===== config.mk =====
export PLATFORM = sky130hd
export DESIGN_NAME = thresholded_frame_centroid_core
export DESIGN_NICKNAME = d
export VERILOG_FILES = /design/src/hdl/tfc_pkg.sv /design/src/hdl/tfc_queue.sv /design/src/hdl/tfc_front.sv /design/src/hdl/tfc_back.sv /design/src/hdl/thresholded_frame_centroid_core.sv
export SDC_FILE = /design/constraint.sdc
export NUM_CORES = 1
export LEC_CHECK = 0
export BUFFER_PORTS_ARGS = -buffer_cell sky130_fd_sc_hd__buf_2
export CORE_AREA = 4 4 189 283
export DETAILED_ROUTE_END_ITERATION = 10
export DIE_AREA = 0 0 193 287
export PLACE_DENSITY = 0.74
export RECOVER_POWER = 25
export SLEW_MARGIN = 20
export SYNTH_ARGS = -nofsm -noshare
export SYNTH_HDL_FRONTEND = slang
export SYNTH_SLANG_ARGS = --single-unit

===== constraint.sdc =====
create_clock -name clk -period 6.35 [get_ports clk]
set_clock_uncertainty 0.15 [all_clocks]
set_input_delay 0.9525 -clock clk [delete_from_list [all_inputs] [get_ports clk]]
set_output_delay 0.9525 -clock clk [all_outputs]
set_load 0.05 [all_outputs]

===== src/hdl/tfc_pkg.sv =====
// Shared types, constants and the speed table of the frame centroid core.
// No dependencies; imported by every RTL module.
`timescale 1ns / 1ps

package tfc_pkg;

    localparam int MAX_WIDTH   = 512;
    localparam int MAX_HEIGHT  = 512;

    localparam int PIX_W       = 8;
    localparam int SKIP_W      = 5;
    localparam int FW_W        = 10;
    localparam int PHASE_W     = 4;
    localparam int HIT_W       = 19;
    localparam int SPD_W       = 9;
    localparam int COL_W       = $clog2(MAX_WIDTH);
    localparam int ROW_W       = $clog2(MAX_HEIGHT);
    localparam int CNT_W       = COL_W + 1;
    localparam int RCNT_W      = ROW_W + 1;

    // Quotient width covers the widest mean; sums are sized so they never overflow.
    localparam int QW_A        = (COL_W > ROW_W) ? COL_W : ROW_W;
    localparam int QUO_W       = (QW_A > PIX_W) ? QW_A : PIX_W;
    localparam int SUM_W       = QUO_W + HIT_W;
    localparam int STEP_W      = $clog2(QUO_W);

    localparam logic [HIT_W-1:0] HIT_MAX = {HIT_W{1'b1}};

    localparam logic [PIX_W-1:0] THRESHOLD_RST = 8'd100;
    localparam logic [PIX_W-1:0] SPEED_LO      = 8'd150;
    localparam logic [PIX_W-1:0] SPEED_HI      = 8'd165;
    localparam logic [SKIP_W-1:0] SKIP_MAX     = 5'd16;

    localparam int QUEUE_DEPTH = 2;
    localparam int QPTR_W      = (QUEUE_DEPTH > 1) ? $clog2(QUEUE_DEPTH) : 1;

    // Configuration port
    localparam int ADDR_W      = 4;
    localparam int DATA_W      = 32;
    localparam logic [1:0] REG_THRESHOLD   = 2'd0;
    localparam logic [1:0] REG_SKIP        = 2'd1;
    localparam logic [1:0] REG_FRAME_WIDTH = 2'd2;

    typedef struct packed {
        logic [PIX_W-1:0]  threshold;
        logic [SKIP_W-1:0] skip;
        logic [FW_W-1:0]   frame_width;
    } tfc_cfg_t;

    // Totals of one finished frame, handed from front to back
    typedef struct packed {
        logic [SUM_W-1:0] sum_x;
        logic [SUM_W-1:0] sum_y;
        logic [SUM_W-1:0] sum_b;
        logic [HIT_W-1:0] hits;
    } tfc_frame_t;

    // 256 - (c * 179) / 15 for clamped brightness offset c
    function automatic logic [SPD_W-1:0] tfc_speed(input logic [3:0] c);
        logic [SPD_W-1:0] s;
        unique case (c)
            4'd0:  s = 9'd256;
            4'd1:  s = 9'd245;
            4'd2:  s = 9'd233;
            4'd3:  s = 9'd221;
            4'd4:  s = 9'd209;
            4'd5:  s = 9'd197;
            4'd6:  s = 9'd185;
            4'd7:  s = 9'd173;
            4'd8:  s = 9'd161;
            4'd9:  s = 9'd149;
            4'd10: s = 9'd137;
            4'd11: s = 9'd125;
            4'd12: s = 9'd113;
            4'd13: s = 9'd101;
            4'd14: s = 9'd89;
            4'd15: s = 9'd77;
        endcase
        return s;
    endfunction

endpackage


===== src/hdl/tfc_queue.sv =====
// Short queue of frame totals between the pixel front and the divide back.
// Depends on tfc_pkg.
`timescale 1ns / 1ps

module tfc_queue (
    input  logic               clk,
    input  logic               rst_n,
    input  logic               push,
    input  tfc_pkg::tfc_frame_t push_data,
    input  logic               pop,
    output tfc_pkg::tfc_frame_t pop_data,
    output logic               full,
    output logic               empty
);
    import tfc_pkg::*;

    tfc_frame_t          entries_reg [QUEUE_DEPTH];
    logic [QPTR_W-1:0]   wr_ptr_reg, wr_ptr_next;
    logic [QPTR_W-1:0]   rd_ptr_reg, rd_ptr_next;
    logic [QPTR_W:0]     count_reg, count_next;

    function automatic logic [QPTR_W-1:0] ptr_inc(input logic [QPTR_W-1:0] p);
        return (p == QPTR_W'(QUEUE_DEPTH - 1)) ? '0 : p + 1'b1;
    endfunction

    assign full     = (count_reg == (QPTR_W + 1)'(QUEUE_DEPTH));
    assign empty    = (count_reg == '0);
    assign pop_data = entries_reg[rd_ptr_reg];

    always_comb
    begin
        wr_ptr_next = push ? ptr_inc(wr_ptr_reg) : wr_ptr_reg;
        rd_ptr_next = pop ? ptr_inc(rd_ptr_reg) : rd_ptr_reg;
        count_next  = count_reg;
        if (push && !pop)
        begin
            count_next = count_reg + 1'b1;
        end
        else if (pop && !push)
        begin
            count_next = count_reg - 1'b1;
        end
    end

    always_ff @(posedge clk or negedge rst_n)
    begin
        if (!rst_n)
        begin
            wr_ptr_reg <= '0;
            rd_ptr_reg <= '0;
            count_reg  <= '0;
        end
        else
        begin
            wr_ptr_reg <= wr_ptr_next;
            rd_ptr_reg <= rd_ptr_next;
            count_reg  <= count_next;
        end
    end

    always_ff @(posedge clk)
    begin
        if (push)
        begin
            entries_reg[wr_ptr_reg] <= push_data;
        end
    end

endmodule


===== src/hdl/tfc_front.sv =====
// Pixel front: raster position, subsample phases, threshold test and sums.
// Depends on tfc_pkg; pushes frame totals into tfc_queue.
`timescale 1ns / 1ps

module tfc_front (
    input  logic                clk,
    input  logic                rst_n,
    input  tfc_pkg::tfc_cfg_t   cfg,
    input  logic                in_valid,
    output logic                in_stall,
    input  logic [7:0]          pixel,
    input  logic                last_pixel,
    input  logic                queue_full,
    output logic                push,
    output tfc_pkg::tfc_frame_t push_data
);
    import tfc_pkg::*;

    logic [COL_W-1:0]   column_reg, column_next;
    logic [ROW_W-1:0]   row_reg, row_next;
    logic [PHASE_W-1:0] cphase_reg, cphase_next;
    logic [PHASE_W-1:0] rphase_reg, rphase_next;
    logic [SUM_W-1:0]   sum_x_reg, sum_x_next;
    logic [SUM_W-1:0]   sum_y_reg, sum_y_next;
    logic [SUM_W-1:0]   sum_b_reg, sum_b_next;
    logic [HIT_W-1:0]   hits_reg, hits_next;

    logic               accept;
    logic               hit;
    logic [SKIP_W-1:0]  step;
    logic [CNT_W-1:0]   width;
    logic [SUM_W-1:0]   sx, sy, sb;
    logic [HIT_W-1:0]   hc;

    function automatic logic [PHASE_W-1:0] phase_adv(input logic [PHASE_W-1:0] p,
                                                     input logic [SKIP_W-1:0] s);
        logic [SKIP_W-1:0] p1;
        p1 = SKIP_W'(p) + 1'b1;
        return (p1 >= s) ? '0 : PHASE_W'(p1);
    endfunction

    // Stall only when the queue cannot take another frame record
    assign in_stall = queue_full;
    assign accept   = in_valid && !in_stall;

    always_comb
    begin
        if (cfg.skip == '0)
            step = SKIP_W'(1);
        else if (cfg.skip > SKIP_MAX)
            step = SKIP_MAX;
        else
            step = cfg.skip;

        if (cfg.frame_width == '0)
            width = CNT_W'(1);
        else if (int'(cfg.frame_width) > MAX_WIDTH)
            width = CNT_W'(MAX_WIDTH);
        else
            width = CNT_W'(cfg.frame_width);
    end

    always_comb
    begin
        hit = (cphase_reg == '0) && (rphase_reg == '0) && (pixel > cfg.threshold)
              && (hits_reg != HIT_MAX);
        sx  = hit ? sum_x_reg + SUM_W'(column_reg) : sum_x_reg;
        sy  = hit ? sum_y_reg + SUM_W'(row_reg) : sum_y_reg;
        sb  = hit ? sum_b_reg + SUM_W'(pixel) : sum_b_reg;
        hc  = hit ? hits_reg + 1'b1 : hits_reg;

        push            = accept && last_pixel;
        push_data.sum_x = sx;
        push_data.sum_y = sy;
        push_data.sum_b = sb;
        push_data.hits  = hc;

        column_next = column_reg;
        row_next    = row_reg;
        cphase_next = cphase_reg;
        rphase_next = rphase_reg;
        sum_x_next  = sum_x_reg;
        sum_y_next  = sum_y_reg;
        sum_b_next  = sum_b_reg;
        hits_next   = hits_reg;

        if (accept)
        begin
            if (last_pixel)
            begin
                column_next = '0;
                row_next    = '0;
                cphase_next = '0;
                rphase_next = '0;
                sum_x_next  = '0;
                sum_y_next  = '0;
                sum_b_next  = '0;
                hits_next   = '0;
            end
            else
            begin
                sum_x_next = sx;
                sum_y_next = sy;
                sum_b_next = sb;
                hits_next  = hc;
                if ((CNT_W'(column_reg) + 1'b1) >= width)
                begin
                    column_next = '0;
                    cphase_next = '0;
                    if ((RCNT_W'(row_reg) + 1'b1) >= RCNT_W'(MAX_HEIGHT))
                        row_next = '0;
                    else
                        row_next = row_reg + 1'b1;
                    rphase_next = phase_adv(rphase_reg, step);
                end
                else
                begin
                    column_next = column_reg + 1'b1;
                    cphase_next = phase_adv(cphase_reg, step);
                end
            end
        end
    end

    always_ff @(posedge clk or negedge rst_n)
    begin
        if (!rst_n)
        begin
            column_reg <= '0;
            row_reg    <= '0;
            cphase_reg <= '0;
            rphase_reg <= '0;
            sum_x_reg  <= '0;
            sum_y_reg  <= '0;
            sum_b_reg  <= '0;
            hits_reg   <= '0;
        end
        else
        begin
            column_reg <= column_next;
            row_reg    <= row_next;
            cphase_reg <= cphase_next;
            rphase_reg <= rphase_next;
            sum_x_reg  <= sum_x_next;
            sum_y_reg  <= sum_y_next;
            sum_b_reg  <= sum_b_next;
            hits_reg   <= hits_next;
        end
    end

endmodule


===== src/hdl/tfc_back.sv =====
// Frame back: shared restoring divider for the three means, speed map, result register.
// Depends on tfc_pkg; pops frame records from tfc_queue.
`timescale 1ns / 1ps

module tfc_back (
    input  logic                     clk,
    input  logic                     rst_n,
    input  logic                     queue_empty,
    input  tfc_pkg::tfc_frame_t      queue_data,
    output logic                     pop,
    output logic                     out_valid,
    input  logic                     out_stall,
    output logic [tfc_pkg::COL_W-1:0] mean_x,
    output logic [tfc_pkg::ROW_W-1:0] mean_y,
    output logic [7:0]               mean_brightness,
    output logic [8:0]               speed_q8,
    output logic                     found
);
    import tfc_pkg::*;

    localparam logic [1:0] ST_IDLE   = 2'd0;
    localparam logic [1:0] ST_DIV    = 2'd1;
    localparam logic [1:0] ST_FINISH = 2'd2;

    localparam logic [1:0] SEL_X = 2'd0;
    localparam logic [1:0] SEL_Y = 2'd1;
    localparam logic [1:0] SEL_B = 2'd2;

    logic [1:0]        state_reg, state_next;
    logic [1:0]        sel_reg, sel_next;
    logic [STEP_W-1:0] step_reg, step_next;
    logic [SUM_W-1:0]  rem_reg, rem_next;
    logic [SUM_W-1:0]  dsh_reg, dsh_next;
    logic [QUO_W-1:0]  quo_reg, quo_next;
    tfc_frame_t        rec_reg, rec_next;
    logic [COL_W-1:0]  mx_reg, mx_next;
    logic [ROW_W-1:0]  my_reg, my_next;
    logic [PIX_W-1:0]  mb_reg, mb_next;
    logic              hit_reg, hit_next;

    logic              out_valid_reg, out_valid_next;
    logic [COL_W-1:0]  out_mx_reg, out_mx_next;
    logic [ROW_W-1:0]  out_my_reg, out_my_next;
    logic [PIX_W-1:0]  out_mb_reg, out_mb_next;
    logic [SPD_W-1:0]  out_sp_reg, out_sp_next;
    logic              out_fd_reg, out_fd_next;

    logic              ge;
    logic [QUO_W-1:0]  quo_new;
    logic [3:0]        clamp_off;

    assign out_valid       = out_valid_reg;
    assign mean_x          = out_mx_reg;
    assign mean_y          = out_my_reg;
    assign mean_brightness = out_mb_reg;
    assign speed_q8        = out_sp_reg;
    assign found           = out_fd_reg;

    always_comb
    begin
        if (mb_reg < SPEED_LO)
            clamp_off = '0;
        else if (mb_reg > SPEED_HI)
            clamp_off = 4'(SPEED_HI - SPEED_LO);
        else
            clamp_off = 4'(mb_reg - SPEED_LO);
    end

    // One quotient bit per cycle
    assign ge      = (rem_reg >= dsh_reg);
    assign quo_new = {quo_reg[QUO_W-2:0], ge};

    always_comb
    begin
        state_next = state_reg;
        sel_next   = sel_reg;
        step_next  = step_reg;
        rem_next   = rem_reg;
        dsh_next   = dsh_reg;
        quo_next   = quo_reg;
        rec_next   = rec_reg;
        mx_next    = mx_reg;
        my_next    = my_reg;
        mb_next    = mb_reg;
        hit_next   = hit_reg;
        pop        = 1'b0;

        out_valid_next = out_valid_reg && out_stall;
        out_mx_next    = out_mx_reg;
        out_my_next    = out_my_reg;
        out_mb_next    = out_mb_reg;
        out_sp_next    = out_sp_reg;
        out_fd_next    = out_fd_reg;

        unique case (state_reg)
            ST_IDLE:
            begin
                if (!queue_empty)
                begin
                    pop      = 1'b1;
                    rec_next = queue_data;
                    if (queue_data.hits == '0)
                    begin
                        mx_next    = '0;
                        my_next    = '0;
                        mb_next    = '0;
                        hit_next   = 1'b0;
                        state_next = ST_FINISH;
                    end
                    else
                    begin
                        hit_next   = 1'b1;
                        rem_next   = queue_data.sum_x;
                        dsh_next   = SUM_W'(queue_data.hits) << (QUO_W - 1);
                        quo_next   = '0;
                        step_next  = STEP_W'(QUO_W - 1);
                        sel_next   = SEL_X;
                        state_next = ST_DIV;
                    end
                end
            end
            ST_DIV:
            begin
                rem_next = ge ? rem_reg - dsh_reg : rem_reg;
                if (step_reg == '0)
                begin
                    quo_next  = '0;
                    step_next = STEP_W'(QUO_W - 1);
                    dsh_next  = SUM_W'(rec_reg.hits) << (QUO_W - 1);
                    unique case (sel_reg)
                        SEL_X:
                        begin
                            mx_next  = quo_new[COL_W-1:0];
                            rem_next = rec_reg.sum_y;
                            sel_next = SEL_Y;
                        end
                        SEL_Y:
                        begin
                            my_next  = quo_new[ROW_W-1:0];
                            rem_next = rec_reg.sum_b;
                            sel_next = SEL_B;
                        end
                        default:
                        begin
                            mb_next    = quo_new[PIX_W-1:0];
                            state_next = ST_FINISH;
                        end
                    endcase
                end
                else
                begin
                    quo_next  = quo_new;
                    dsh_next  = dsh_reg >> 1;
                    step_next = step_reg - 1'b1;
                end
            end
            ST_FINISH:
            begin
                if (!out_valid_reg || !out_stall)
                begin
                    out_valid_next = 1'b1;
                    out_mx_next    = mx_reg;
                    out_my_next    = my_reg;
                    out_mb_next    = mb_reg;
                    out_sp_next    = hit_reg ? tfc_speed(clamp_off) : '0;
                    out_fd_next    = hit_reg;
                    state_next     = ST_IDLE;
                end
            end
            default:
            begin
                state_next = ST_IDLE;
            end
        endcase
    end

    always_ff @(posedge clk or negedge rst_n)
    begin
        if (!rst_n)
        begin
            state_reg     <= ST_IDLE;
            out_valid_reg <= 1'b0;
        end
        else
        begin
            state_reg     <= state_next;
            out_valid_reg <= out_valid_next;
        end
    end

    always_ff @(posedge clk)
    begin
        sel_reg    <= sel_next;
        step_reg   <= step_next;
        rem_reg    <= rem_next;
        dsh_reg    <= dsh_next;
        quo_reg    <= quo_next;
        rec_reg    <= rec_next;
        mx_reg     <= mx_next;
        my_reg     <= my_next;
        mb_reg     <= mb_next;
        hit_reg    <= hit_next;
        out_mx_reg <= out_mx_next;
        out_my_reg <= out_my_next;
        out_mb_reg <= out_mb_next;
        out_sp_reg <= out_sp_next;
        out_fd_reg <= out_fd_next;
    end

endmodule


===== src/hdl/thresholded_frame_centroid_core.sv =====
// Thresholded frame centroid core. Takes one depth pixel beat per clock in raster
// order and stalls the pixel input only while two finished frames are still
// waiting for the divider. At the beat marked last_pixel it hands the frame
// totals to the back end, which produces one result beat from the shared
// bit-serial divider, working out one quotient bit a cycle for each of mean x,
// mean y and mean brightness. Configuration writes take effect on the next pixel.
// No clearing pass after reset.
// Depends on tfc_pkg, tfc_front, tfc_queue and tfc_back.
`timescale 1ns / 1ps

module thresholded_frame_centroid_core (
    input  logic                        clk,
    input  logic                        rst_n,
    // configuration port
    input  logic                        psel,
    input  logic                        penable,
    input  logic                        pwrite,
    input  logic [tfc_pkg::ADDR_W-1:0]  paddr,
    input  logic [tfc_pkg::DATA_W-1:0]  pwdata,
    output logic [tfc_pkg::DATA_W-1:0]  prdata,
    output logic                        pready,
    // pixel channel
    input  logic                        in_valid,
    output logic                        in_stall,
    input  logic [7:0]                  pixel,
    input  logic                        last_pixel,
    // result channel
    output logic                        out_valid,
    input  logic                        out_stall,
    output logic [tfc_pkg::COL_W-1:0]   mean_x,
    output logic [tfc_pkg::ROW_W-1:0]   mean_y,
    output logic [7:0]                  mean_brightness,
    output logic [8:0]                  speed_q8,
    output logic                        found
);
    import tfc_pkg::*;

    logic [PIX_W-1:0]  threshold_reg, threshold_next;
    logic [SKIP_W-1:0] skip_reg, skip_next;
    logic [FW_W-1:0]   frame_width_reg, frame_width_next;

    tfc_cfg_t   cfg;
    tfc_frame_t push_data;
    tfc_frame_t pop_data;
    logic       push, pop, q_full, q_empty;
    logic       wr_en;
    logic [1:0] reg_idx;

    // ---- register file: word addressed, writes complete in the access phase
    assign pready  = 1'b1;
    assign reg_idx = paddr[3:2];
    assign wr_en   = psel && penable && pwrite && pready;

    always_comb
    begin
        threshold_next   = threshold_reg;
        skip_next        = skip_reg;
        frame_width_next = frame_width_reg;
        if (wr_en)
        begin
            unique case (reg_idx)
                REG_THRESHOLD:   threshold_next   = pwdata[PIX_W-1:0];
                REG_SKIP:        skip_next        = pwdata[SKIP_W-1:0];
                REG_FRAME_WIDTH: frame_width_next = pwdata[FW_W-1:0];
                default:         ; // unmapped address, write dropped
            endcase
        end
    end

    always_comb
    begin
        unique case (reg_idx)
            REG_THRESHOLD:   prdata = DATA_W'(threshold_reg);
            REG_SKIP:        prdata = DATA_W'(skip_reg);
            REG_FRAME_WIDTH: prdata = DATA_W'(frame_width_reg);
            default:         prdata = '0;
        endcase
    end

    always_ff @(posedge clk or negedge rst_n)
    begin
        if (!rst_n)
        begin
            threshold_reg   <= THRESHOLD_RST;
            skip_reg        <= SKIP_W'(1);
            frame_width_reg <= FW_W'(MAX_WIDTH);
        end
        else
        begin
            threshold_reg   <= threshold_next;
            skip_reg        <= skip_next;
            frame_width_reg <= frame_width_next;
        end
    end

    assign cfg.threshold   = threshold_reg;
    assign cfg.skip        = skip_reg;
    assign cfg.frame_width = frame_width_reg;

    // ---- front: position tracking and accumulation at pixel rate
    tfc_front u_front (
        .clk        (clk),
        .rst_n      (rst_n),
        .cfg        (cfg),
        .in_valid   (in_valid),
        .in_stall   (in_stall),
        .pixel      (pixel),
        .last_pixel (last_pixel),
        .queue_full (q_full),
        .push       (push),
        .push_data  (push_data)
    );

    // ---- frame record queue decouples the pixel stream from the divider
    tfc_queue u_queue (
        .clk       (clk),
        .rst_n     (rst_n),
        .push      (push),
        .push_data (push_data),
        .pop       (pop),
        .pop_data  (pop_data),
        .full      (q_full),
        .empty     (q_empty)
    );

    // ---- back: means, speed map and result register
    tfc_back u_back (
        .clk             (clk),
        .rst_n           (rst_n),
        .queue_empty     (q_empty),
        .queue_data      (pop_data),
        .pop             (pop),
        .out_valid       (out_valid),
        .out_stall       (out_stall),
        .mean_x          (mean_x),
        .mean_y          (mean_y),
        .mean_brightness (mean_brightness),
        .speed_q8        (speed_q8),
        .found           (found)
    );

endmodule


======== Word level (Yosys, flattened, before mapping) ========
Memory sizes are Yosys's and may differ from the RTL's. A register that Yosys moved wholly into a read port is not among the register bits.
Index checks and enable logic that the tools add are counted.
word-level totals
  register bits after elaboration ......... 367
  bits in writable memories ............... 206
  ROM bits ................................ 128
  input port bits ......................... 52
  output and inout port bits .............. 71
  logic and storage cells ................. 201
  memories kept ........................... 2
memory list
  name                 depth  bits a word  read ports  clocked after Yosys merged registers in  wr ports  line             RTL
  u_queue.entries_reg  2      103          1           0                                        1         tfc_queue.sv:17  tfc_frame_t entries_reg [QUEUE_DEPTH];
  (no name shown)      16     8            1           1                                        0         tfc_pkg.sv:61    unique case (c)
operators by class
  $add $sub $neg .......................... 17
  order comparisons ....................... 10
  equality and inequality tests ........... 16
  mux-type cells .......................... 79
  bitwise operators ....................... 1
  reduce and logical (&&, ||, !) cells .... 43
operator list
  cell                   number
  $mux 28                12
  $pmux 28 s2            3
  $mux 9                 11
  $add 28x9->28          2
  $mux 8                 7
  $mux 4                 11
  $mux 19                2
  $pmux 9 s2             2
  $pmux 8 s2             2
  $pmux 10 s3            1
  $add 28x8->28          1
  $ge 28x28->1           1
  $sub 28x28->28         1
  $mux 27                1
  $add 9x1->10 const B   2
  $mux 10                2
  $mux 2                 10
  $reduce_and 5->1       4
  $add 19x1->19 const B  1
  $logic_not 19->1       1
  $ne 19x19->1 const B   1
  $add 9x1->9 const B    2
  $logic_not 4->1        3
  $reduce_and 2->1       6
  other kinds (35)       77

======== Depth between registers and ports, before layout ========
Gate-level depths: netlist of the first run.
  word-level depth ........................ 8
  depth in mapped cells ................... 14
  depth with buffers taken out ............ 13

======== Hierarchy ========
Synthesis of the first run repeated with hierarchy kept, for this count alone.
second synthesis, totals
  cell total of the unflattened synthesis .. 2520
  area, all modules ....................... 29474.5 µm²
by module, submodules not included
  module                           instances  cells an instance  area each (µm²)  seq. area each (µm²)
  tfc_front                        1          1270               10329.9          3228.1
  tfc_back                         1          810                10010.9          6261.0
  tfc_queue                        1          337                7871.3           6286.0
  thresholded_frame_centroid_core  1          103                1262.5           581.8

======== Worst setup path before layout of the first run ========
OpenSTA, ideal clock, no wires.
  path kind ............................... input -> register
  start point ............................. input port in_valid
  end point ............................... memory u_queue.entries_reg[0][0] in the netlist's numbering (enable)
  library setup time ...................... 0.566 ns
  arrival time ............................ 5.918 ns
  data required time ...................... 5.634 ns
  slack ................................... -0.285 ns
  stages on the path ...................... 5
  buffers on the path ..................... 2
  cell sequence ........................... and2_1 clkbuf_1 clkbuf_1 nand2_1 nor2_1
on the way
  cells in the longest elaborated chain, start to end .. 4
ends and longest elaborated chain
  item                          line                                   RTL
  start, declared               thresholded_frame_centroid_core.sv:23  input logic in_valid,
  $logic_and 1x1->1             tfc_front.sv:44                        assign accept = in_valid && !in_stall;
  $logic_and 1x1->1             tfc_front.sv:72                        push = accept && last_pixel;
  $mux 1                        tfc_queue.sv:63                        if (push)
  $mux 1 (implied by the code)  tfc_queue.sv:65                        entries_reg[wr_ptr_reg] <= push_data;
  end, declared                 tfc_queue.sv:17
No other way between the ends.

==> summary.md, run 1 <==
| Metric | Value |
|---|---|
| Overall power | `13.8 mW` |
| Hold buffers post-CTS | `0` |
| RSZ-0062 raised after global routing | `false` |
| WHS Path Cells | `0` |
| Hold Path End | `u_back.mean_x[4]$_DFFE_PP_` |
| Async set or reset register ratio after synthesis | `0.278` |
| Cells after synthesis | `2336` |
| Post-CTS Resized | `0` |
| Max Fclk | `0.217 GHz` |
| Hold crit path type | `flip-flop to flip-flop` |
| Launch point of the worst reg-to-reg path | `u_queue.rd_ptr_reg$_DFFE_PN0P_` |
| Die height | `287 um` |
| Initial antenna violation count | `0` |
| Leakage | `12.2 nW` |
| Final Max Tran Viols | `223` |
| Power Density | `450 mW/mm2` |
| Vias in the first global route | `18.9k` |
| Synth Cell Area | `0.0278 mm2` |
| Outcome | `finished, violations left` |
| Synth top area share | `0.445` |
| PortBufs | `74` |
| Clock period minus worst slack | `4.61 ns` |
| Initial DRC count | `1431` |
| Worst-case vdd ir drop | `294 uV` |
| Initial Utilization | `0.544` |
| Max cap viols | `5` |
| Full die area | `0.0554 mm2` |
| CTS tree | `yes` |
| Drt pass-1 iters | `5` |
| Main synth FF type | `edfxtp_1` |
| Global Route Usage Sum | `0.222` |
| Post-CTS Setup Bufs | `0` |
| CTS H-Tree Depth | `2` |
| Failing checks | `capacitance limit, slew limit` |
| Slew headroom | `-0.912` |
| WL per Instance | `20.0 um` |
| Final wirelength | `62000 um` |
| DR vias | `18.5k` |
| Max reg flops | `206` |
| Worst Reg2Reg Path Length in Cells | `7` |
| Distinct cells, synth | `81` |
| Die Wd | `193 um` |
| Fin nets | `2533` |
| Setup TNS | `0 ns` |
| Ant diodes | `0` |
| Min-delay src | `u_back.mx_reg[4]$_DFFE_PP_` |
| FILL cells | `3981` |
| Clk slew on worst S/H paths | `0.07 ns` |
| CTS sink cnt | `571` |
| Slew at the pin closest to its max-slew limit | `2.87 ns` |
| Synth area leader | `edfxtp_1` |
| Core box area | `0.0512 mm2` |
| Ranking of synthesized cells by area | `edfxtp_1 44%, dfrtp_1 14%, ha_1 4.2%` |
| Top-count cell post-synth | `edfxtp_1` |
| First-pass GRT wire length | `98400 um` |
| Most frequent cells after synthesis | `412 x edfxtp_1, 273 x nand2_1, 171 x o21ai_0` |
| Gr ovfl total | `0` |
| YS warnings | `0` |
| Drt drc | `0` |
| Flop-to-flop setup slack | `1.74 ns` |
| Critical Path Fanout Max | `39` |
| Gpl congestion | `0.883` |
| Post-route antenna net violation count | `0` |
| Via/cell ratio | `5.96` |
| Post-synth EDFFs | `412` |
| WS Path Type | `flip-flop to flip-flop` |
| RR Endpoint | `u_back.mx_reg[3]$_DFFE_PP_` |
| Number of synthesized register bits | `571` |
| Crit path DAT | `4.66 ns` |
| Synthesized area per cell | `11.9 um2` |
| Inserted Clock Buffers | `51` |
| Share of layout cells above drive strength 1 | `0.119` |
| HPWL Detailed | `41400 um` |
| Row cnt | `102` |
| Maximum number of pins on one net before global-route repair | `85` |
| Root buf cell | `clkbuf_16` |
| Fin. Hold Viols | `0` |
| Layout area overhead | `10.0%` |
| Post-synthesis sequential area ratio | `0.588` |
| CTS max path bufs | `3` |
| WP data required | `6.41 ns` |
| I/O pins | `123` |
| Setup crit end kind | `flip-flop` |
| Worst skew pair latency | `0.58 ns` |
| Tcrit/Tclk final | `0.725` |
| Final setup fails | `0` |
| Worst setup SP type | `flip-flop` |
[per-layer routing]
layer  vias to the layer above  wire, um  GRT usage
li1                       8669         -          -
met1                      9112     23200      0.256
met2                       570     33500      0.413
met3                       138      2640     0.0232
met4                         0      2580     0.0981
met5                         -         0          0
[report_power, final]
part / switching [mW] / leakage (nW) / internal, mW
combinational: 3.12 / 5.31 / 1.92
sequential: 0.423 / 6.02 / 5.10
clock: 1.34 / 0.858 / 1.88
[how the worst max path moves through the flow]
| stage | start | endpoint | slack, ns | cells past startpoint |
|---|---|---|---|---|
| 4_1_cts | threshold_reg[5]$_DFFE_PN1P_ | u_queue.entries_reg[0][33]$_DFFE_PP_ | 2.22 | 10 |
| 5_1_grt | u_queue.rd_ptr_reg$_DFFE_PN0P_ | u_back.mx_reg[7]$_DFFE_PP_ | 1.34 | 7 |
| 2_1_floorplan | u_queue.rd_ptr_reg$_DFFE_PN0P_ | u_back.dsh_reg[0]$_SDFFCE_PN0P_ | 0.85 | 8 |
| 3_3_place_gp | pixel[2] | u_front.sum_y_reg[8]$_DFFE_PN0P_ | 1.56 | 11 |
| 3_5_place_dp | pixel[7] | u_queue.entries_reg[0][33]$_DFFE_PP_ | 1.70 | 10 |
| 6_report | u_queue.rd_ptr_reg$_DFFE_PN0P_ | u_back.mx_reg[3]$_DFFE_PP_ | 1.74 | 7 |
[worst max-delay path, cell delays in order (launching register included)]
cell	delay, ns
dfrtp_1	1.48
mux2_1	0.45
or4_1	0.54
nor4_1	0.30
nand4_1	0.26
nor2_1	0.15
o21ai_0	0.14
nor2_1	0.73
[layout make-up]
cell class | count | area [um2] | share of cell area
inverters | 76 | 285 | 0.00932
clock buffers | 78 | 1510 | 0.0493
flip-flops and latches | 571 | 16400 | 0.534
clock inverters | 18 | 256 | 0.00838
well taps | 676 | 846 | 0.0276
multi-input cells | 1579 | 10700 | 0.351
repair buffers | 105 | 626 | 0.0204
[cell usage in the layout (no fill, tap or decap), drive strengths merged, types with 64 or more instances in the layout]
cell type / n
a21oi: 93
buf: 99
clkbuf: 84
dfrtp: 154
edfxtp: 412
ha: 93
inv: 76
mux2: 91
mux2i: 64
nand2: 274
nor2: 105
o21ai: 178
xnor2: 92
[logic make-up after synthesis]
kind of cell,share of synthesized area
fa+ha+maj,0.0447
xor+xnor,0.0437
mux,0.0598
flops,0.588
compound gates,0.120
simple gates,0.112
buf+inv,0.0318
other cells,0.000270
[stage by stage]
stage,cells,instance area [um2],utilization,setup WS (ns),hold WS [ns]
final,3103,30600,0.598,1.74,0.272
after global routing,3103,30600,0.598,1.34,0.278
after CTS,3101,30600,0.598,2.22,0.271
after detailed placement,3005,28800,0.564,1.70,0.256
after global placement,3005,28800,0.564,1.56,0.253
after floorplan,2358,27900,-,0.846,0.250
No activity file was read; power rests on OpenSTA's default activity.
==> run 2, diff against run 1 <==
--- a/config.mk
+++ b/config.mk
@@ -5,11 +5,12 @@
 export SDC_FILE = /design/constraint.sdc
 export NUM_CORES = 1
 export LEC_CHECK = 0
+export ABC_AREA = 1
 export BUFFER_PORTS_ARGS = -buffer_cell sky130_fd_sc_hd__buf_2
-export CORE_AREA = 4 4 189 283
+export CORE_AREA = 4 4 198 296
 export DETAILED_ROUTE_END_ITERATION = 10
-export DIE_AREA = 0 0 193 287
-export PLACE_DENSITY = 0.74
+export DIE_AREA = 0 0 202 300
+export PLACE_DENSITY = 0.73
 export RECOVER_POWER = 25
 export SLEW_MARGIN = 20
 export SYNTH_ARGS = -nofsm -noshare
==> constraint.sdc (replaced) <==
create_clock -name clk -period 4.2 [get_ports clk]
set_clock_uncertainty 0.15 [all_clocks]
set_input_delay 0.63 -clock clk [delete_from_list [all_inputs] [get_ports clk]]
set_output_delay 0.63 -clock clk [all_outputs]
set_load 0.05 [all_outputs]
==> summary.md, run 2 <==
| Metric | Value |
|---|---|
| I/O pins | `123 (unchanged)` |
| Post-route antenna net violation count | `0 (unchanged)` |
| WS Path Type | `input port to async pin (was flip-flop to flip-flop)` |
| Final Max Tran Viols | `56 (was 223)` |
| DR vias | `23.1k (was 18.5k)` |
| Worst-case vdd ir drop | `453 uV (was 294 uV)` |
| Share of layout cells above drive strength 1 | `0.0664 (was 0.119)` |
| Drt pass-1 iters | `5 (unchanged)` |
| FILL cells | `4818 (was 3981)` |
| CTS sink cnt | `571 (unchanged)` |
| CTS tree | `yes (unchanged)` |
| Maximum number of pins on one net before global-route repair | `85 (unchanged)` |
| WL per Instance | `17.8 um (was 20.0 um)` |
| Core box area | `0.0558 mm2 (was 0.0512 mm2)` |
| Commonest non-fill, non-tap cells in the layout | `995 x nand2_1, 412 x edfxtp_1, 400 x inv_1, 228 x nor2_1, 205 x nand3_1 (was 412 x edfxtp_1, 271 x nand2_1, 170 x o21ai_0, 154 x dfrtp_1, 102 x nor2_1)` |
| Synth top area share | `0.406 (was 0.445)` |
| Outcome | `finished, violations left (unchanged)` |
| Pint | `15.5 mW (was 8.90 mW)` |
| Final wirelength | `76100 um (was 62000 um)` |
| Post-CTS Resized | `0 (unchanged)` |
| Clk slew on worst S/H paths | `0.06 ns (was 0.07 ns)` |
| Post-synth EDFFs | `412 (unchanged)` |
| Tcrit/Tclk final | `0.847` |
| Worst setup SP type | `input port (was flip-flop)` |
| Post-CTS Setup Bufs | `0 (unchanged)` |
| Hold crit path type | `input port to flip-flop (was flip-flop to flip-flop)` |
| Clock period minus worst slack | `3.56 ns` |
| Async set or reset register ratio after synthesis | `0.278 (unchanged)` |
| Switching part of the total power | `0.430 (was 0.354)` |
| Fin nets | `3616 (was 2533)` |
| WL met1 | `29300 um (was 23200 um)` |
| Via/cell ratio | `5.40 (was 5.96)` |
| Worst Setup Slack, final | `0.641 ns (was 1.74 ns)` |
| Max Fclk | `0.281 GHz` |
| Number of synthesized register bits | `571 (unchanged)` |
| Main combinational cell family by area after synthesis | `simple AND/OR/NAND/NOR gates (was compound AO/OA/AOI/OAI gates)` |
| Gate power share | `0.446 (was 0.365)` |
| Initial antenna violation count | `0 (unchanged)` |
| Gpl congestion | `0.978 (was 0.883)` |
| Max cap viols | `1 (was 5)` |
| Slew headroom | `-0.999 (was -0.912)` |
| Initial Utilization | `0.546 (was 0.544)` |
| RSZ-0062 raised after global routing | `false (unchanged)` |
| Ant diodes | `0 (unchanged)` |
| HPWL Detailed | `54700 um (was 41400 um)` |
| Worst skew pair latency | `0.63 ns (was 0.58 ns)` |
| Gr ovfl total | `0 (unchanged)` |
| Worst hold slack | `0.0948 ns (was 0.272 ns)` |
| Most common cell after layout, fill and taps aside | `nand2_1 (was edfxtp_1)` |
| Max reg flops | `206 (unchanged)` |
| CTS H-Tree Depth | `2 (unchanged)` |
| Failing checks | `capacitance limit, slew limit (unchanged)` |
| Synth Cell Area | `0.0305 mm2 (was 0.0278 mm2)` |
| Ranking of synthesized cells by area | `edfxtp_1 41%, dfrtp_1 13%, nand2_1 12% (was edfxtp_1 44%, dfrtp_1 14%, ha_1 4.2%)` |
| CTS max path bufs | `3 (unchanged)` |
| Sequential Power Share | `0.361 (was 0.401)` |
| WP data required | `4.76 ns (was 6.41 ns)` |
| Global Route Usage Sum | `0.247 (was 0.222)` |
| Cells after synthesis | `3426 (was 2336)` |
| Overall power | `27.2 mW (was 13.8 mW)` |
| Synth Area in Simple Gates | `0.215 (was 0.112)` |
| Synth area leader | `edfxtp_1 (unchanged)` |
| Worst Reg2Reg Path Length in Cells | `9 (was 7)` |
| Fin. Hold Viols | `0 (unchanged)` |
| Full die area | `0.0606 mm2 (was 0.0554 mm2)` |
| RR Endpoint | `u_back.rem_reg[25]$_DFFE_PP_ (was u_back.mx_reg[3]$_DFFE_PP_)` |
| WL met3 | `2830 um (was 2640 um)` |
| YS warnings | `0 (unchanged)` |
| Post-synthesis sequential area ratio | `0.536 (was 0.588)` |
| Main synth FF type | `edfxtp_1 (unchanged)` |
| Post-layout util | `0.598 (about the same)` |
| Crit path DAT | `4.12 ns (was 4.66 ns)` |
| Synthesized area per cell | `8.90 um2 (was 11.9 um2)` |
| Row cnt | `106 (was 102)` |
| Clock network fraction of total power | `0.193 (was 0.234)` |
| Post-synthesis mux area share | `0.000657 (was 0.0598)` |
| Flop-to-flop setup slack | `0.70 ns (was 1.74 ns)` |
| WL met2 | `39600 um (was 33500 um)` |
| Most frequent cells after synthesis | `995 x nand2_1, 412 x edfxtp_1, 401 x inv_1 (was 412 x edfxtp_1, 273 x nand2_1, 171 x o21ai_0)` |
| Pre-CTS WS | `0.788 ns (was 1.70 ns)` |
| WHS Path Cells | `3 (was 0)` |
| Post-Synth Adder-Cell Area | `0.0408 (was 0.0447)` |
| Die Wd | `202 um (was 193 um)` |
| Hold Path End | `frame_width_reg[9]$_DFFE_PN1P_ (was u_back.mean_x[4]$_DFFE_PP_)` |
| Min-delay src | `pwdata[9] (was u_back.mx_reg[4]$_DFFE_PP_)` |
| First-pass GRT wire length | `119000 um (was 98400 um)` |
| Critical Path Fanout Max | `56 (was 39)` |
| Setup crit end kind | `async pin (was flip-flop)` |
| PortBufs | `74 (unchanged)` |
| Die height | `300 um (was 287 um)` |
| Final setup fails | `0 (unchanged)` |
| Inserted Clock Buffers | `52 (was 51)` |
| Power Density | `813 mW/mm2 (was 450 mW/mm2)` |
| Slew at the pin closest to its max-slew limit | `3.00 ns (was 2.87 ns)` |
| Setup TNS | `0 ns (unchanged)` |
| Top-count cell post-synth | `nand2_1 (was edfxtp_1)` |
| Xor and xnor area share after synthesis | `0.0301 (was 0.0437)` |
| Highest metal used | `met4 (unchanged)` |
| Compound-Gate Fraction of Synth Area | `0.101 (was 0.120)` |
| Drt drc | `0 (unchanged)` |
| Switching Power | `11.7 mW (was 4.88 mW)` |
| Distinct cells, synth | `60 (was 81)` |
| Root buf cell | `clkbuf_16 (unchanged)` |
| Leakage | `14.7 nW (was 12.2 nW)` |
| Layout area overhead | `9.47% (was 10.0%)` |
| Initial DRC count | `1644 (was 1431)` |
| Vias in the first global route | `22.2k (was 18.9k)` |
| Launch point of the worst reg-to-reg path | `u_queue.rd_ptr_reg$_DFFE_PN0P_ (unchanged)` |
run 2: cell count changes after synthesis, sizes merged, moves of 44 or more:
cell   delta
nor2    +132
o21ai    +44
a31oi    -55
xnor2    -55
nand2   +728
nand3   +160
mux2i    -62
a21oi    +70
mux2     -91
inv     +331
run 2: critical path, stage by stage:
cell	delay (ns)
dlygate4sd3_1	0.53
clkdlybuf4s15_1	2.17
clkbuf_2	0.74
run 2: kinds of logic (layout without fill, tap and decap cells):
family	count (synthesis)	after routing
flip-flops	571	571
buffers and inverters	550	613
other	2	24
adder cells (fa/ha/maj)	97	97
AND/OR/NAND/NOR	1577	1577
XOR/XNOR	104	104
AO/OA/AOI/OAI	523	523
multiplexers	2	2
run 2: worst max-delay path by stage:
stage / start / to / cells past startpoint
6_report: rst_n / u_front.sum_y_reg[14]$_DFFE_PN0P_ / 3
3_3_place_gp: frame_width_reg[3]$_DFFE_PN0P_ / u_front.row_reg[3]$_DFFE_PN0P_ / 16
3_5_place_dp: frame_width_reg[3]$_DFFE_PN0P_ / u_front.row_reg[7]$_DFFE_PN0P_ / 16
4_1_cts: frame_width_reg[3]$_DFFE_PN0P_ / u_front.row_reg[3]$_DFFE_PN0P_ / 16
2_1_floorplan: in_valid / u_queue.entries_reg[0][0]$_DFFE_PP_ / 5
5_1_grt: rst_n / u_front.sum_y_reg[14]$_DFFE_PN0P_ / 3
run 2: stage by stage:
stage,std cells,area (um2)
floorplan,3448,30600
global placement,4168,31500
detailed placement,4168,31500
CTS,4267,33400
global route,4267,33400
finish,4267,33400
run 2: final cells by class:
cell class	instances	area, um2	share of cell area
clock buffer	59	1350	0.0404
clock inverter	39	546	0.0163
inverter	407	1530	0.0459
multi-input combinational	2327	11900	0.358
sequential	571	16400	0.490
tap	756	946	0.0283
timing repair buffer	108	712	0.0213
run 2: power by group through the flow:
stage                     logic [mW]  registers [mW]  clock network, mW
after global routing            13.5            9.98               5.54
after detailed placement        12.0            9.89                  0
after CTS                       12.1            9.79               5.31
after floorplan                 8.64            9.83                  0
final                           12.1            9.81               5.24
after global placement          11.8            9.83                  0
run 2: repair_timing:
action | in CTS | in global routing
setup endpoints to repair | 0 | 0
endpoints found under the hold margin | 52 | 0
hold buffers | 1 | 0
run 2: routing by layer:
layer  GRT usage  vias up
li1            -    11400
met1       0.285    10900
met2       0.455      578
met3      0.0215      180
met4       0.126        0
met5           0        -
==> run 3, diff against run 2 <==
--- a/config.mk
+++ b/config.mk
@@ -10,7 +10,7 @@
 export CORE_AREA = 4 4 198 296
 export DETAILED_ROUTE_END_ITERATION = 10
 export DIE_AREA = 0 0 202 300
-export PLACE_DENSITY = 0.73
+export PLACE_DENSITY = 0.71
 export RECOVER_POWER = 25
 export SLEW_MARGIN = 20
 export SYNTH_ARGS = -nofsm -noshare
==> constraint.sdc (replaced) <==
create_clock -name clk -period 3.6 [get_ports clk]
set_clock_uncertainty 0.15 [all_clocks]
set_input_delay 0.54 -clock clk [delete_from_list [all_inputs] [get_ports clk]]
set_output_delay 0.54 -clock clk [all_outputs]
set_load 0.05 [all_outputs]
==> summary.md, run 3 (synthesis gave the netlist of run 2 again) <==
| Metric | Value |
|---|---|
| Flop-to-flop setup slack | `0.34 ns (was 0.70 ns)` |
| Hold Path End | `threshold_reg[6]$_DFFE_PN1P_ (was frame_width_reg[9]$_DFFE_PN1P_)` |
| CP max stage cell | `edfxtp_1 (was clkdlybuf4s15_1)` |
| Fin cells | `4292 (was 4267)` |
| Hold crit path type | `input port to flip-flop (unchanged)` |
| Post-route antenna net violation count | `0 (unchanged)` |
| Fin. Hold Viols | `0 (unchanged)` |
| Root buf cell | `clkbuf_16 (unchanged)` |
| Bufs and invs on worst path | `2 (was 3)` |
| Full die area | `0.0606 mm2 (unchanged)` |
| CTS tree | `yes (unchanged)` |
| CTS max path bufs | `3 (unchanged)` |
| Worst skew pair latency | `0.63 ns (about the same)` |
| Gr ovfl total | `0 (unchanged)` |
| Dpl cells | `4192 (was 4168)` |
| Final wirelength | `76200 um (was 76100 um)` |
| Tcrit/Tclk final | `0.906` |
| Post-CTS Setup Bufs | `0 (unchanged)` |
| Layout area overhead | `9.82% (was 9.47%)` |
| Slowest stage delay, CP | `0.42 ns (was 2.17 ns)` |
| Drt pass-1 iters | `6 (was 5)` |
| Critical Path Fanout Max | `30 (was 56)` |
| Row cnt | `106 (unchanged)` |
| Share of layout cells above drive strength 1 | `0.0764 (was 0.0664)` |
| Commonest non-fill, non-tap cells in the layout | `995 x nand2_1, 412 x edfxtp_1, 399 x inv_1, 228 x nor2_1, 205 x nand3_1 (was 995 x nand2_1, 412 x edfxtp_1, 400 x inv_1, 228 x nor2_1, 205 x nand3_1)` |
| Worst setup SP type | `flip-flop (was input port)` |
| Initial DRC count | `1398 (was 1644)` |
| Min-delay src | `pwdata[6] (was pwdata[9])` |
| Initial Utilization | `0.546 (unchanged)` |
| Slew headroom | `-0.0683 (was -0.999)` |
| Inserted Clock Buffers | `51 (was 52)` |
| First-pass GRT wire length | `121000 um (was 119000 um)` |
| Most common cell after layout, fill and taps aside | `nand2_1 (unchanged)` |
| WS Path Type | `flip-flop to flip-flop (was input port to async pin)` |
| HPWL Detailed | `57100 um (was 54700 um)` |
| Worst-case vdd ir drop | `645 uV (was 453 uV)` |
| Final setup fails | `0 (unchanged)` |
| Via/cell ratio | `5.36 (was 5.40)` |
| Die Wd | `202 um (unchanged)` |
| Max reg flops | `206 (unchanged)` |
| Slew at the pin closest to its max-slew limit | `1.59 ns (was 3.00 ns)` |
| Top delay family on crit path | `simple AND/OR/NAND/NOR gates (was buffers and inverters)` |
| WL per Instance | `17.8 um (about the same)` |
| Worst setup path start | `u_back.dsh_reg[19]$_DFFE_PP_ (was rst_n)` |
| Critical Path, Cell by Cell | `inv_1 -> ha_1 -> a21oi_1 -> nand2_1 -> a21oi_2 -> nor2_1 -> nor2_2 -> nand2_4 -> inv_4 -> nand2_1 -> nand3_1 -> a21oi_1 (was dlygate4sd3_1 -> clkdlybuf4s15_1 -> clkbuf_2)` |
| Cell area after placement | `0.0317 mm2 (was 0.0315 mm2)` |
| Clock period minus worst slack | `3.26 ns` |
| Initial antenna violation count | `0 (unchanged)` |
| Failing checks | `capacitance limit, slew limit (unchanged)` |
| I/O pins | `123 (unchanged)` |
| Core box area | `0.0558 mm2 (unchanged)` |
| Final Max Tran Viols | `10 (was 56)` |
| Leakage | `14.8 nW (was 14.7 nW)` |
| Drt drc | `0 (unchanged)` |
| Launch point of the worst reg-to-reg path | `u_back.dsh_reg[19]$_DFFE_PP_ (was u_queue.rd_ptr_reg$_DFFE_PN0P_)` |
| Gpl congestion | `0.950 (was 0.978)` |
| Design Area, Final | `0.0335 mm2 (was 0.0334 mm2)` |
| RR Endpoint | `u_back.rem_reg[22]$_DFFE_PP_ (was u_back.rem_reg[25]$_DFFE_PP_)` |
| Worst Reg2Reg Path Length in Cells | `12 (was 9)` |
| FF/Latch Area | `0.0164 mm2 (unchanged)` |
| Max cap viols | `1 (unchanged)` |
| FILL cells | `4762 (was 4818)` |
| WHS Path Cells | `3 (unchanged)` |
| Die height | `300 um (unchanged)` |
| Power Density | `937 mW/mm2 (was 813 mW/mm2)` |
| DR vias | `23.0k (was 23.1k)` |
| Outcome | `finished, violations left (unchanged)` |
| Global Route Usage Sum | `0.250 (was 0.247)` |
| WP data required | `3.78 ns (was 4.76 ns)` |
| Max Fclk | `0.306 GHz` |
| Setup crit end kind | `flip-flop (was async pin)` |
| Vias in the first global route | `22.9k (was 22.2k)` |
| CTS sink cnt | `571 (unchanged)` |
| Ant diodes | `0 (unchanged)` |
| Clk slew on worst S/H paths | `0.07 ns (was 0.06 ns)` |
| Multi-input combinational cell area | `0.0119 mm2 (about the same)` |
| CTS H-Tree Depth | `2 (unchanged)` |
| PortBufs | `74 (unchanged)` |
| Maximum number of pins on one net before global-route repair | `78 (was 85)` |
| RSZ-0062 raised after global routing | `false (unchanged)` |
| Fin nets | `3642 (was 3616)` |
| Crit path DAT | `3.44 ns (was 4.12 ns)` |
==> run 3: worst max path at each step <==
stage | endpoint | slack [ns] | depth (start not counted)
after global placement | u_queue.entries_reg[0][33]$_DFFE_PP_ | 0.35 | 14
after CTS | u_front.row_reg[7]$_DFFE_PN0P_ | 0.29 | 16
final | u_back.rem_reg[22]$_DFFE_PP_ | 0.34 | 12
after detailed placement | u_front.row_reg[7]$_DFFE_PN0P_ | 0.32 | 16
after floorplan | u_queue.entries_reg[0][0]$_DFFE_PP_ | -0.82 | 5
after global routing | u_front.cphase_reg[3]$_DFFE_PN0P_ | 0.07 | 15
==> run 3: timing repair <==
action / 4_1_cts / 5_1_grt
endpoints found under the hold margin: 47 / 0
gates resized for setup: 0 / 1
hold buffers: 3 / 0
endpoints found under the setup margin: 0 / 6
==> run 3: worst register-to-register path: stages, from the launching register on <==
cell and delay (ns):
edfxtp_1 0.42, inv_1 0.26, ha_1 0.35, a21oi_1 0.26, nand2_1 0.14, a21oi_2 0.17
nor2_1 0.08, nor2_2 0.21, nand2_4 0.26, inv_4 0.34, nand2_1 0.11, nand3_1 0.11
a21oi_1 0.09
==> run 3: cell type report <==
| class | instances | area share |
|---|---|---|
| multi-input cells | 2327 | 0.356 |
| clock buffers | 64 | 0.0402 |
| well taps | 756 | 0.0282 |
| flip-flops and latches | 571 | 0.489 |
| repair buffers | 135 | 0.0287 |
| inverters | 407 | 0.0458 |
| clock inverters | 32 | 0.0126 |
==> run 3: per-stage QoR <==
step / utilization / setup TNS (ns) / power [mW] / hold slack, ns / worst slack [ns]
floorplan: - / -168.85 / 21.5 / 0.0944 / -0.820
global placement: 0.568 / 0 / 25.5 / 0.250 / 0.351
detailed placement: 0.568 / 0 / 25.8 / 0.255 / 0.324
CTS: 0.601 / 0 / 31.5 / 0.00324 / 0.295
global route: 0.600 / 0 / 33.6 / 0.0178 / 0.0666
finish: 0.600 / 0 / 31.4 / 0.0126 / 0.337
==> run 3: power breakdown <==
group          total (mW)  internal, mW  switching, mW
sequential           11.4          10.3           1.10
clock                5.68          3.20           2.48
combinational        14.3          4.47           9.82
total                31.4          18.0           13.4
==> run 3: per-layer routing <==
metal | up-vias | track usage | share of wire
li1 | 11400 | - | -
met1 | 10900 | 0.272 | 0.37
met2 | 543 | 0.480 | 0.54
met3 | 166 | 0.0221 | 0.035
met4 | 0 | 0.130 | 0.058
met5 | - | 0 | 0
